## config.mk

```make
export PLATFORM = sky130hd
export DESIGN_NAME = imu_offset_cal_moving_average
export DESIGN_NICKNAME = d
export VERILOG_FILES = /design/src/hw/rtl/imuoc_pkg.sv /design/src/hw/rtl/imu_offset_cal_moving_average.sv /design/src/hw/rtl/imuoc_recip_div.sv /design/src/hw/rtl/imuoc_cal.sv /design/src/hw/rtl/imuoc_win_cell.sv /design/src/hw/rtl/imuoc_window.sv
export SDC_FILE = /design/constraint.sdc
export NUM_CORES = 2
export LEC_CHECK = 0
export BUFFER_PORTS_ARGS = -buffer_cell sky130_fd_sc_hd__buf_2
export CAP_MARGIN = 30
export CORE_ASPECT_RATIO = 0.7
export CORE_MARGIN = 10
export CORE_UTILIZATION = 62
export CTS_BUF_LIST = sky130_fd_sc_hd__clkbuf_4
export CTS_CLUSTER_DIAMETER = 50
export DETAILED_ROUTE_END_ITERATION = 8
export PLACE_DENSITY_LB_ADDON = 0.25
export SKIP_CTS_REPAIR_TIMING = 1
export SLEW_MARGIN = 20
export SYNTH_ARGS = -nofsm -noshare
export SYNTH_HDL_FRONTEND = slang
export SYNTH_HIERARCHICAL = 1
export SYNTH_SLANG_ARGS = --single-unit
```

## constraint.sdc

```tcl
create_clock -name aclk -period 18.3 [get_ports aclk]
set_clock_uncertainty 0.2 [all_clocks]
set_input_delay 0.915 -clock aclk [delete_from_list [all_inputs] [get_ports aclk]]
set_output_delay 0.915 -clock aclk [all_outputs]
set_load 0.02 [all_outputs]
```

## src/hw/rtl/imuoc_pkg.sv

```systemverilog
package imuoc_pkg;

    localparam int SAMPW        = 16;
    localparam int Q4W          = 21;
    localparam int WIDE_W       = Q4W + 2;
    localparam int ONE_G_COUNTS = 65536 / 8;
    localparam int Q4_MAX       = 1048575;
    localparam int Q4_MIN       = -1048576;

    typedef logic signed [SAMPW-1:0]  sample_t;
    typedef logic signed [Q4W-1:0]    q4_t;
    typedef logic signed [WIDE_W-1:0] wide_t;

    typedef struct packed {
        logic done;
        logic busy;
    } cal_stat_t;

    function automatic q4_t sat_q4(input wide_t v);
        q4_t r;
        if (v > Q4_MAX) begin
            r = Q4W'(Q4_MAX);
        end else if (v < Q4_MIN) begin
            r = Q4W'(Q4_MIN);
        end else begin
            r = Q4W'(v);
        end
        return r;
    endfunction

endpackage

```

## src/hw/rtl/imu_offset_cal_moving_average.sv

```systemverilog
// Six-axis IMU bias removal and moving-average filter. Each input beat carries
// one raw sample (accel and gyro xyz, signed 16-bit) plus two start flags in
// s_tuser; each beat yields exactly one output beat with the windowed means in
// Q.4 (y and z negated) and the two calibration busy flags in m_tuser. A start
// flag launches a bias calibration over CAL_SAMPLES beats (ignored while that
// calibration runs); the new offsets apply from the completing beat onward,
// with one g taken off accel z. The block takes one beat per clock through its
// 8-stage pipeline (calibration sum, offset reciprocal multiply, offset
// correction, window cell chain, mean reciprocal multiply); it stalls only
// when the output side holds back a full pipeline.
// The window cells are cleared by reset, so no start-up pass is needed.
module imu_offset_cal_moving_average import imuoc_pkg::*; #(
    parameter int ACC_WINDOW  = 8,
    parameter int GYRO_WINDOW = 8,
    parameter int CAL_SAMPLES = 256
) (
    input  logic         aclk,
    input  logic         aresetn,
    input  logic         s_tvalid,
    output logic         s_tready,
    input  logic [95:0]  s_tdata,   // acc_x, acc_y, acc_z, gyro_x, gyro_y, gyro_z
    input  logic [1:0]   s_tuser,   // start_acc_cal, start_gyro_cal
    output logic         m_tvalid,
    input  logic         m_tready,
    output logic [127:0] m_tdata,   // acc_out_x/y/z, gyro_out_x/y/z, zero fill
    output logic [1:0]   m_tuser    // acc_cal_busy, gyro_cal_busy
);

    localparam int NSTG = 8;
    localparam int CL   = $clog2(CAL_SAMPLES);
    localparam int CSW  = SAMPW + 1 + CL;
    localparam int CXW  = CSW + 3;
    localparam int ASW  = Q4W + $clog2(ACC_WINDOW);
    localparam int GSW  = Q4W + $clog2(GYRO_WINDOW);
    localparam int AXW  = ASW - 1;
    localparam int GXW  = GSW - 1;

    // handshake chain
    logic [NSTG:1]   vld_reg;
    logic [NSTG:0]   vin;
    logic [NSTG+1:1] rdy;
    logic            s_accept;

    always_comb begin
        vin            = {vld_reg, s_tvalid};
        rdy[NSTG + 1]  = m_tready;
        for (int i = NSTG; i >= 1; i--) begin
            rdy[i] = !vld_reg[i] || rdy[i+1];
        end
    end

    assign s_tready = rdy[1];
    assign s_accept = s_tvalid && rdy[1];
    assign m_tvalid = vld_reg[NSTG];

    always_ff @(posedge aclk) begin
        if (!aresetn) begin
            vld_reg <= '0;
        end else begin
            for (int i = 1; i <= NSTG; i++) begin
                if (rdy[i]) begin
                    vld_reg[i] <= vin[i-1];
                end
            end
        end
    end

    // stage 1: calibration accumulate
    sample_t                in_smp   [6];
    sample_t                acc_in   [3];
    sample_t                gyro_in  [3];
    logic signed [CSW-1:0]  acc_sum1 [3];
    logic signed [CSW-1:0]  gyro_sum1 [3];
    cal_stat_t              acc_st1;
    cal_stat_t              gyro_st1;
    sample_t                smp_reg  [1:4][6];

    always_comb begin
        for (int l = 0; l < 6; l++) begin
            in_smp[l] = s_tdata[SAMPW*l +: SAMPW];
        end
        for (int a = 0; a < 3; a++) begin
            acc_in[a]  = in_smp[a];
            gyro_in[a] = in_smp[3+a];
        end
    end

    imuoc_cal #(
        .CAL_SAMPLES (CAL_SAMPLES),
        .Z_BIAS      (ONE_G_COUNTS)
    ) u_acc_cal (
        .aclk    (aclk),
        .aresetn (aresetn),
        .en      (rdy[1]),
        .upd     (s_accept),
        .start   (s_tuser[0]),
        .sample  (acc_in),
        .sum_q   (acc_sum1),
        .stat_q  (acc_st1)
    );

    imuoc_cal #(
        .CAL_SAMPLES (CAL_SAMPLES),
        .Z_BIAS      (0)
    ) u_gyro_cal (
        .aclk    (aclk),
        .aresetn (aresetn),
        .en      (rdy[1]),
        .upd     (s_accept),
        .start   (s_tuser[1]),
        .sample  (gyro_in),
        .sum_q   (gyro_sum1),
        .stat_q  (gyro_st1)
    );

    always_ff @(posedge aclk) begin
        if (rdy[1]) begin
            smp_reg[1] <= in_smp;
        end
        for (int i = 2; i <= 4; i++) begin
            if (rdy[i]) begin
                smp_reg[i] <= smp_reg[i-1];
            end
        end
    end

    // busy flags ride along, {gyro, acc}
    logic [1:0] busy_reg [2:NSTG];

    always_ff @(posedge aclk) begin
        if (rdy[2]) begin
            busy_reg[2] <= {gyro_st1.busy, acc_st1.busy};
        end
        for (int i = 3; i <= NSTG; i++) begin
            if (rdy[i]) begin
                busy_reg[i] <= busy_reg[i-1];
            end
        end
    end

    // stage 2: magnitude of the finished sums; gyro offsets keep 4 fraction bits
    logic [CXW-1:0] mag_next [6];
    logic           neg_next [6];
    logic [CXW-1:0] mag2_reg [6];
    logic           neg2_reg [6];
    logic [1:0]     done2_reg;

    always_comb begin
        logic signed [CSW-1:0] abs_v;
        for (int a = 0; a < 3; a++) begin
            abs_v         = acc_sum1[a][CSW-1] ? -acc_sum1[a] : acc_sum1[a];
            mag_next[a]   = CXW'(abs_v);
            neg_next[a]   = acc_sum1[a][CSW-1];
            abs_v         = gyro_sum1[a][CSW-1] ? -gyro_sum1[a] : gyro_sum1[a];
            mag_next[3+a] = CXW'(abs_v) << 4;
            neg_next[3+a] = gyro_sum1[a][CSW-1];
        end
    end

    always_ff @(posedge aclk) begin
        if (rdy[2]) begin
            mag2_reg  <= mag_next;
            neg2_reg  <= neg_next;
            done2_reg <= {gyro_st1.done, acc_st1.done};
        end
    end

    // stage 3: divide by the calibration length
    logic [CXW-1:0] q3       [6];
    logic           neg3_reg [6];
    logic [1:0]     done3_reg;

    for (genvar l = 0; l < 6; l++) begin : g_cal_div
        imuoc_recip_div #(
            .XW  (CXW),
            .DIV (CAL_SAMPLES)
        ) u_div (
            .aclk (aclk),
            .en   (rdy[3]),
            .x    (mag2_reg[l]),
            .q    (q3[l])
        );
    end

    always_ff @(posedge aclk) begin
        if (rdy[3]) begin
            neg3_reg  <= neg2_reg;
            done3_reg <= done2_reg;
        end
    end

    // stage 4: latch new offsets in sample order
    q4_t off_new      [6];
    q4_t acc_off_reg  [3];
    q4_t gyro_off_reg [3];

    always_comb begin
        q4_t mag_v;
        for (int l = 0; l < 6; l++) begin
            mag_v      = Q4W'(q3[l]);
            off_new[l] = neg3_reg[l] ? -mag_v : mag_v;
        end
    end

    always_ff @(posedge aclk) begin
        if (!aresetn) begin
            for (int a = 0; a < 3; a++) begin
                acc_off_reg[a]  <= '0;
                gyro_off_reg[a] <= '0;
            end
        end else if (rdy[4] && vld_reg[3]) begin
            for (int a = 0; a < 3; a++) begin
                if (done3_reg[0]) begin
                    acc_off_reg[a] <= off_new[a];
                end
                if (done3_reg[1]) begin
                    gyro_off_reg[a] <= off_new[3+a];
                end
            end
        end
    end

    // stage 5: remove offsets, saturate to Q.4
    q4_t acc_cor_next  [3];
    q4_t gyro_cor_next [3];
    q4_t acc_cor_reg   [3];
    q4_t gyro_cor_reg  [3];

    always_comb begin
        for (int a = 0; a < 3; a++) begin
            acc_cor_next[a]  = sat_q4((WIDE_W'(smp_reg[4][a]) <<< 4)
                                      - (WIDE_W'(acc_off_reg[a]) <<< 4));
            gyro_cor_next[a] = sat_q4((WIDE_W'(smp_reg[4][3+a]) <<< 4)
                                      - WIDE_W'(gyro_off_reg[a]));
        end
    end

    always_ff @(posedge aclk) begin
        if (rdy[5]) begin
            acc_cor_reg  <= acc_cor_next;
            gyro_cor_reg <= gyro_cor_next;
        end
    end

    // stage 6: window cell chains with running sums
    logic signed [ASW-1:0] acc_wsum  [3];
    logic signed [GSW-1:0] gyro_wsum [3];
    logic                  win_shift;

    assign win_shift = rdy[6] && vld_reg[5];

    imuoc_window #(
        .DEPTH (ACC_WINDOW)
    ) u_acc_win (
        .aclk    (aclk),
        .aresetn (aresetn),
        .shift   (win_shift),
        .din     (acc_cor_reg),
        .sum     (acc_wsum)
    );

    imuoc_window #(
        .DEPTH (GYRO_WINDOW)
    ) u_gyro_win (
        .aclk    (aclk),
        .aresetn (aresetn),
        .shift   (win_shift),
        .din     (gyro_cor_reg),
        .sum     (gyro_wsum)
    );

    // stage 7: floor mean; a negative sum divides as its complement
    logic [AXW-1:0] acc_wx    [3];
    logic [GXW-1:0] gyro_wx   [3];
    logic [AXW-1:0] acc_q7    [3];
    logic [GXW-1:0] gyro_q7   [3];
    logic           neg7_reg  [6];

    always_comb begin
        for (int a = 0; a < 3; a++) begin
            acc_wx[a]  = AXW'(acc_wsum[a][ASW-1] ? ~acc_wsum[a] : acc_wsum[a]);
            gyro_wx[a] = GXW'(gyro_wsum[a][GSW-1] ? ~gyro_wsum[a] : gyro_wsum[a]);
        end
    end

    for (genvar a = 0; a < 3; a++) begin : g_win_div
        imuoc_recip_div #(
            .XW  (AXW),
            .DIV (ACC_WINDOW)
        ) u_acc_div (
            .aclk (aclk),
            .en   (rdy[7]),
            .x    (acc_wx[a]),
            .q    (acc_q7[a])
        );

        imuoc_recip_div #(
            .XW  (GXW),
            .DIV (GYRO_WINDOW)
        ) u_gyro_div (
            .aclk (aclk),
            .en   (rdy[7]),
            .x    (gyro_wx[a]),
            .q    (gyro_q7[a])
        );
    end

    always_ff @(posedge aclk) begin
        if (rdy[7]) begin
            for (int a = 0; a < 3; a++) begin
                neg7_reg[a]   <= acc_wsum[a][ASW-1];
                neg7_reg[3+a] <= gyro_wsum[a][GSW-1];
            end
        end
    end

    // stage 8: restore sign, negate y and z, output register
    wide_t qe       [6];
    q4_t   out_next [6];
    q4_t   out_reg  [6];

    always_comb begin
        for (int a = 0; a < 3; a++) begin
            qe[a]   = $signed(WIDE_W'(acc_q7[a]));
            qe[3+a] = $signed(WIDE_W'(gyro_q7[a]));
        end
        for (int l = 0; l < 6; l++) begin
            if (l == 0 || l == 3) begin
                out_next[l] = neg7_reg[l] ? Q4W'(-qe[l] - 1) : Q4W'(qe[l]);
            end else begin
                // negated floor mean of a negative sum is the quotient plus one
                out_next[l] = neg7_reg[l] ? sat_q4(qe[l] + 1) : Q4W'(-qe[l]);
            end
        end
    end

    always_ff @(posedge aclk) begin
        if (rdy[8]) begin
            out_reg <= out_next;
        end
    end

    always_comb begin
        m_tdata = '0;
        for (int l = 0; l < 6; l++) begin
            m_tdata[Q4W*l +: Q4W] = out_reg[l];
        end
    end

    assign m_tuser = busy_reg[NSTG];

endmodule

```

## src/hw/rtl/imuoc_recip_div.sv

```systemverilog
module imuoc_recip_div #(
    parameter int XW  = 26,
    parameter int DIV = 8
) (
    input  logic          aclk,
    input  logic          en,
    input  logic [XW-1:0] x,
    output logic [XW-1:0] q
);

    // floor(x / DIV) for x < 2**XW by a rounded-up reciprocal
    localparam int SHIFT = XW + $clog2(DIV);
    localparam int MW    = XW + 2;
    localparam int PW    = XW + MW;
    localparam longint unsigned POW = 64'd1 << SHIFT;
    localparam logic [MW-1:0] RECIP = MW'((POW + 64'(DIV) - 64'd1) / 64'(DIV));

    logic [PW-1:0] prod_reg;

    always_ff @(posedge aclk) begin
        if (en) begin
            prod_reg <= PW'(x) * PW'(RECIP);
        end
    end

    assign q = XW'(prod_reg >> SHIFT);

endmodule

```

## src/hw/rtl/imuoc_cal.sv

```systemverilog
module imuoc_cal import imuoc_pkg::*; #(
    parameter int CAL_SAMPLES = 256,
    parameter int Z_BIAS      = 0,
    localparam int SUM_W      = SAMPW + 1 + $clog2(CAL_SAMPLES)
) (
    input  logic                    aclk,
    input  logic                    aresetn,
    input  logic                    en,
    input  logic                    upd,
    input  logic                    start,
    input  sample_t                 sample [3],
    output logic signed [SUM_W-1:0] sum_q  [3],
    output cal_stat_t               stat_q
);

    localparam int CNTW = $clog2(CAL_SAMPLES);

    logic signed [SUM_W-1:0] sum_reg  [3];
    logic signed [SUM_W-1:0] sum_next [3];
    logic signed [SAMPW:0]   term     [3];
    logic [CNTW-1:0]         cnt_reg;
    logic [CNTW-1:0]         cnt_cur;
    logic                    act_reg;
    logic                    act_cur;
    logic                    done;

    always_comb begin
        act_cur = act_reg || start;
        cnt_cur = act_reg ? cnt_reg : '0;
        done    = act_cur && (cnt_cur == CNTW'(CAL_SAMPLES - 1));
        for (int a = 0; a < 3; a++) begin
            term[a] = (SAMPW + 1)'(sample[a]);
        end
        // take Z_BIAS (one g for the accel instance) off the vertical axis before summing
        term[2] = term[2] - (SAMPW + 1)'(Z_BIAS);
        for (int a = 0; a < 3; a++) begin
            sum_next[a] = (act_reg ? sum_reg[a] : '0) + SUM_W'(term[a]);
        end
    end

    always_ff @(posedge aclk) begin
        if (!aresetn) begin
            act_reg <= 1'b0;
            cnt_reg <= '0;
        end else if (upd && act_cur) begin
            act_reg <= !done;
            cnt_reg <= done ? '0 : cnt_cur + 1'b1;
        end
    end

    // sums need no reset: an idle run starts from zero
    always_ff @(posedge aclk) begin
        if (upd && act_cur) begin
            sum_reg <= sum_next;
        end
    end

    always_ff @(posedge aclk) begin
        if (en) begin
            sum_q       <= sum_next;
            stat_q.done <= done;
            stat_q.busy <= act_cur && !done;
        end
    end

endmodule

```

## src/hw/rtl/imuoc_win_cell.sv

```systemverilog
module imuoc_win_cell import imuoc_pkg::*; (
    input  logic aclk,
    input  logic aresetn,
    input  logic shift,
    input  q4_t  d [3],
    output q4_t  q [3]
);

    q4_t val_reg [3];

    always_ff @(posedge aclk) begin
        if (!aresetn) begin
            for (int a = 0; a < 3; a++) begin
                val_reg[a] <= '0;
            end
        end else if (shift) begin
            val_reg <= d;
        end
    end

    assign q = val_reg;

endmodule

```

## src/hw/rtl/imuoc_window.sv

```systemverilog
module imuoc_window import imuoc_pkg::*; #(
    parameter int DEPTH  = 8,
    localparam int SUM_W = Q4W + $clog2(DEPTH)
) (
    input  logic                    aclk,
    input  logic                    aresetn,
    input  logic                    shift,
    input  q4_t                     din [3],
    output logic signed [SUM_W-1:0] sum [3]
);

    q4_t                     tap      [DEPTH][3];
    logic signed [SUM_W-1:0] sum_reg  [3];
    logic signed [SUM_W-1:0] sum_next [3];

    for (genvar i = 0; i < DEPTH; i++) begin : g_cell
        if (i == 0) begin : g_head
            imuoc_win_cell u_cell (
                .aclk    (aclk),
                .aresetn (aresetn),
                .shift   (shift),
                .d       (din),
                .q       (tap[0])
            );
        end else begin : g_body
            imuoc_win_cell u_cell (
                .aclk    (aclk),
                .aresetn (aresetn),
                .shift   (shift),
                .d       (tap[i-1]),
                .q       (tap[i])
            );
        end
    end

    // add the new sample, drop the one leaving the tail cell
    always_comb begin
        for (int a = 0; a < 3; a++) begin
            sum_next[a] = sum_reg[a] + SUM_W'(din[a]) - SUM_W'(tap[DEPTH-1][a]);
        end
    end

    always_ff @(posedge aclk) begin
        if (!aresetn) begin
            for (int a = 0; a < 3; a++) begin
                sum_reg[a] <= '0;
            end
        end else if (shift) begin
            sum_reg <= sum_next;
        end
    end

    assign sum = sum_reg;

endmodule

```

### Yosys cells after proc, flatten, opt, wreduce, memory -nomap -nowiden

Memory sizes are Yosys's and may differ from the RTL's.
Cells that the tools add are included.

* register bits after elaboration: 2182
* RAM bits: 530
* bits of input ports: 102
* logic and storage cells: 326
* memories kept: 5

Memory list
* smp_reg: depth 4, width 96, rd ports 4, clocked after memory_dff 0, wr ports 4, RTL line imu_offset_cal_moving_average.sv:76 `sample_t smp_reg [1:4][6];`
* acc_off_reg: depth 3, width 21, rd ports 3, clocked after memory_dff 0, wr ports 3, RTL line imu_offset_cal_moving_average.sv:194 `q4_t acc_off_reg [3];`
* gyro_off_reg: depth 3, width 21, rd ports 3, clocked after memory_dff 0, wr ports 3, RTL line imu_offset_cal_moving_average.sv:195 `q4_t gyro_off_reg [3];`
* busy_reg: depth 7, width 2, rd ports 7, clocked after memory_dff 0, wr ports 7, RTL line imu_offset_cal_moving_average.sv:128 `logic [1:0] busy_reg [2:NSTG];`
* neg7_reg: depth 6, width 1, rd ports 6, clocked after memory_dff 0, wr ports 6, RTL line imu_offset_cal_moving_average.sv:277 `logic neg7_reg [6];`

* add/subtract/negate cells: 51
* order comparisons: 20
* eq/ne operators: 2
* multiplexer cells: 79
* bitwise gates (word level): 12
* reductions and logical operators: 29

Operators with widths (number)
* $mux 21: 30
* $neg 20->21: 12
* $mux 25: 9
* $lt 22x21->1 const B: 7
* $add 25x25->25: 6
* $add 24x21->24: 6
* $sub 24x21->24: 6
* $mux 23: 6
* $not 23->23: 6
* $add 20x1->21 const B: 4
* $gt 21x20->1 const B: 4
* $neg 25->25: 3
* $mux 24: 3
* $neg 24->24: 3
* $gt 23x21->1 const B: 3
* $lt 23x21->1 const B: 3
* $sub 20x23->23: 3
* $gt 22x21->1 const B: 3
* $sub 20x21->22: 3
* $sub 21x2->21 const B: 2
* $mux 20: 2
* $mux 8: 4
* $mux 1: 25
* $sub 16x15->17 const B: 1
* 6 further kinds: 39

### Depth between registers and ports, before layout

* depth after elaboration: 11
* mapped depth: 15
* mapped depth without buffers: 13

### Hierarchy

The synthesis kept the hierarchy.

Modules (own cells, without submodules)
* imu_offset_cal_moving_average: instances 1, cells an instance 3935, area each 47464.3 µm², sequential area each 28086.9 µm²
* imuoc_win_cell: instances 16, cells an instance 202, area each 2439.8 µm², sequential area each 1261.2 µm²
* imuoc_cal at u_gyro_cal: instances 1, cells an instance 880, area each 9678.0 µm², sequential area each 4744.6 µm²
* imuoc_cal at u_acc_cal: instances 1, cells an instance 803, area each 9238.9 µm², sequential area each 4744.6 µm²
* imuoc_window at u_acc_win: instances 1, cells an instance 1114, area each 8587.0 µm², sequential area each 1441.4 µm²
* imuoc_window at u_gyro_win: instances 1, cells an instance 1076, area each 8501.9 µm², sequential area each 1441.4 µm²
* imuoc_recip_div at g_cal_div[0].u_div ...: instances 6, cells an instance 29, area each 664.4 µm², sequential area each 600.6 µm²
* imuoc_recip_div at g_win_div[0].u_acc_div ...: instances 6, cells an instance 24, area each 626.9 µm², sequential area each 600.6 µm²

### Worst setup path after synthesis

OpenSTA, ideal clock, no wires.

* path kind: input-to-reg
* from: in m_tready
* to: reg u_gyro_cal.cnt_reg[5]
* library setup time: 70 ps
* arrival time: 9937 ps
* path slack: 8093 ps
* stages: 11
* buffers on the path: 0
* path through: nor2b_1 > and3_1 > and3_1 > and3_1 > nand2_1 > and2_1 > o21ai_1 > inv_1 > nand2_1 > or3_1 > a21boi_1

* word-level cells in the longest chain between the ends: 10

Ends and longest elaborated chain
* start: declaration: RTL line imu_offset_cal_moving_average.sv:24 `input logic m_tready,`
* $logic_or 1x1->1 (8 in series): RTL line imu_offset_cal_moving_average.sv:48 `rdy[i] = !vld_reg[i] || rdy[i+1];`
* net s_tready: RTL line imu_offset_cal_moving_average.sv:20 `output logic s_tready,`
* $logic_and 1x1->1: RTL line imu_offset_cal_moving_average.sv:53 `assign s_accept = s_tvalid && rdy[1];`
* net s_accept: RTL line imu_offset_cal_moving_average.sv:42 `logic s_accept;`
* $logic_and 1x1->1: RTL line imuoc_cal.sv:45 `end else if (upd && act_cur) begin`
* end signal: assignment: RTL line imuoc_cal.sv:47 `cnt_reg <= done ? '0 : cnt_cur + 1'b1;`
* end: declaration: RTL line imuoc_cal.sv:21 `logic [CNTW-1:0] cnt_reg;`

The timed path passes the listed nets, and every way through them passes these cells.
A chain may end at the register's enable or synchronous reset.

### Final worst setup path

* from: in m_tready
* to: out s_tready

* word-level cells in the longest chain between the ends: 8

Ends and longest elaborated chain (RTL line)
* $logic_or 1x1->1 (8 in series): imu_offset_cal_moving_average.sv:48
* end: declaration: imu_offset_cal_moving_average.sv:20

Every way passes these cells.

==> impl_results.md <==
* Status: complete, no violations
* Leakage power at 53.9 nW
* Critical Path End: s_tready
* Gp weighted congestion at 0.906
* Ports at 234
* CP Data Required Time at 17190 ps
* Crit start category: primary input
* Critical Path Start: m_tready
* Num CTS Buffers at 626
* DRC Markers at 0
* H-tree levels at 6
* Root Driver: clkbuf_4
* Final Slew Violations at 0
* Initial antenna violation count at 11
* Crit path max-delay family: simple AND/OR/NAND/NOR gates
* P per Cell Area at 109 nW/um^2
* FILL cells at 15200
* Worst-path clk slew at 70 ps
* Rows at 139
* DRT iter0 DRCs at 7888
* Routed WL at 273 mm
* Hold_ws at 172 ps
* IO buf count at 231
* Post-route antenna net violation count at 0
* Crit path largest cell delay at 540 ps
* Number of max-cap violations at 0
* TritonRoute pass-1 iters at 9
* Area Growth Syn to Fin at 8.62%
* Worst-Skew Late Latency at 1220 ps
* DP HPWL at 192 mm
* Setup CP Type: primary input to primary output
* Setup crit end kind: primary output
* Footprint of the multi-input gates at 54600 um^2
* Setup TNS at 0 ps
* Die Area at 226000 um^2
* Synth Area per Inst at 11.5 um^2
* Vias at 84100
* Highest clock rate at 182 MHz
* Number of global-route vias before repair at 79700
* Tot GR Track Use at 23.1%
* Slew headroom at 18.2%
* Share of cells above drive strength 1 at 12.0%
* Worst min path class: flip-flop to flip-flop
* Fin crit period at 5500 ps
* Die span in y at 400 um
* Worst Reg-to-Reg Cells at 9
* Starting Density at 62.4%
* Crit-path slowest cell: dlygate4sd3_1
* Critical path depth at 8
* RR Endpoint: u_acc_cal/sum_reg[19]
* Most common cell type on the critical path: and3_1
* Num Clock Sinks at 2613
* CTS Buffer Depth at 4
* CTS tree: yes
* CP Cell Sequence: dlygate4sd3_1, buf_2, nor2b_1, and3_1, and3_1, and3_1, nand2_4, buf_2
* Synth Warn # at 6
* Syn Inst Count at 11200
* # setup viols final at 0
* Largest net degree at the start of global routing at 305
* DR WL/cell at 18.3 um
* Synth Cell Area at 128000 um^2
* Worst-Margin Slew at 1230 ps
* First-pass GRT wire length at 433 mm
* Peak VDD IR at 0.0000818 V
* Register Area at 66700 um^2
* GRT Residual Overflow at 0
* Die Wd at 563 um
* Final Hold Fails at 0
* Vias per cell at 5.63
* Core area at 205000 um^2
* Reg2Reg Launch Point: vld_reg[8]
* Largest fanout on the critical path at 56
* Post-layout net count at 12400
* Worst Path Arrival at 4390 ps
* RSZ-0062 raised after global routing: no
* Final critical-path share of the clock period at 30.1%
* WP buf/inv at 3
* Flop-to-flop setup slack at 13100 ps
-- through the flow --
stage          area, um^2  total power (W)  utilization, %  instances  worst slack (ps)
2_1_floorplan      128000          0.00937               -      11200              8090
3_3_place_gp       130000           0.0102            63.1      13700             12440
3_5_place_dp       130000           0.0103            63.2      13700             12230
4_1_cts            138000           0.0152            67.2      14800             12650
5_1_grt            139000           0.0159            67.8      14900             12460
6_report           139000           0.0151            67.8      14900             12800
-- layer usage --
layer	wire length (um)	up-vias	track usage, %	share of wire (%)
met5	41	-	0	0.015
met4	4470	6	5.62	1.6
met3	19500	384	4.16	7.1
met2	107000	2868	30.3	39
met1	142000	39900	38.6	52
li1	-	40900	-	-
-- area by class of cell --
class,instances,share of cell area (%)
Sequential cell,2613,47.9
Multi-Input combinational cell,7227,39.2
Clock inverter,176,0.934
Inverter,837,2.27
Timing Repair Buffer,404,2.18
Tap cell,2749,2.47
Clock buffer,925,4.99
Antenna cell,8,0.0144
-- power by group --
part	internal [W]	switching (W)	total, W
logic	0.00122	0.00181	0.00303
registers	0.00679	0.000418	0.00721
clock network	0.00262	0.00228	0.00490
total	0.0106	0.00450	0.0151
-- worst min path at each step --
stage	from	to	slack, ps	depth (start not counted)
after floorplan	u_acc_cal/stat_q[0]	busy_reg[0][0]	200	0
after global placement	smp_reg[0][250]	smp_reg[0][346]	200	0
after detailed placement	busy_reg[0][4]	busy_reg[0][6]	200	0
after CTS	s_tdata[35]	smp_reg[0][51]	-470	1
after global routing	aresetn	u_gyro_win/sum[2]	40	2
final	smp_reg[0][206]	smp_reg[0][302]	170	0
-- cells in the final DEF, fill, tap and decap left out, types with 66 or more instances in the layout --
master,n
a21o_1,213
a21oi_1,397
and2_1,187
and3_1,68
buf_2,230
clkbuf_4,926
clkinv_1,112
dfxtp_1,1175
dlygate4sd3_1,100
edfxtp_1,1435
fa_1,147
ha_1,428
inv_1,828
mux2i_1,1092
nand2_1,430
nand2b_1,66
nand3_1,177
nand4_1,84
nor2_1,463
nor2b_1,1093
nor3_1,106
o21ai_0,381
o31ai_1,84
xnor2_1,316
xor2_1,405
Power figures use the tool's default switching activity.
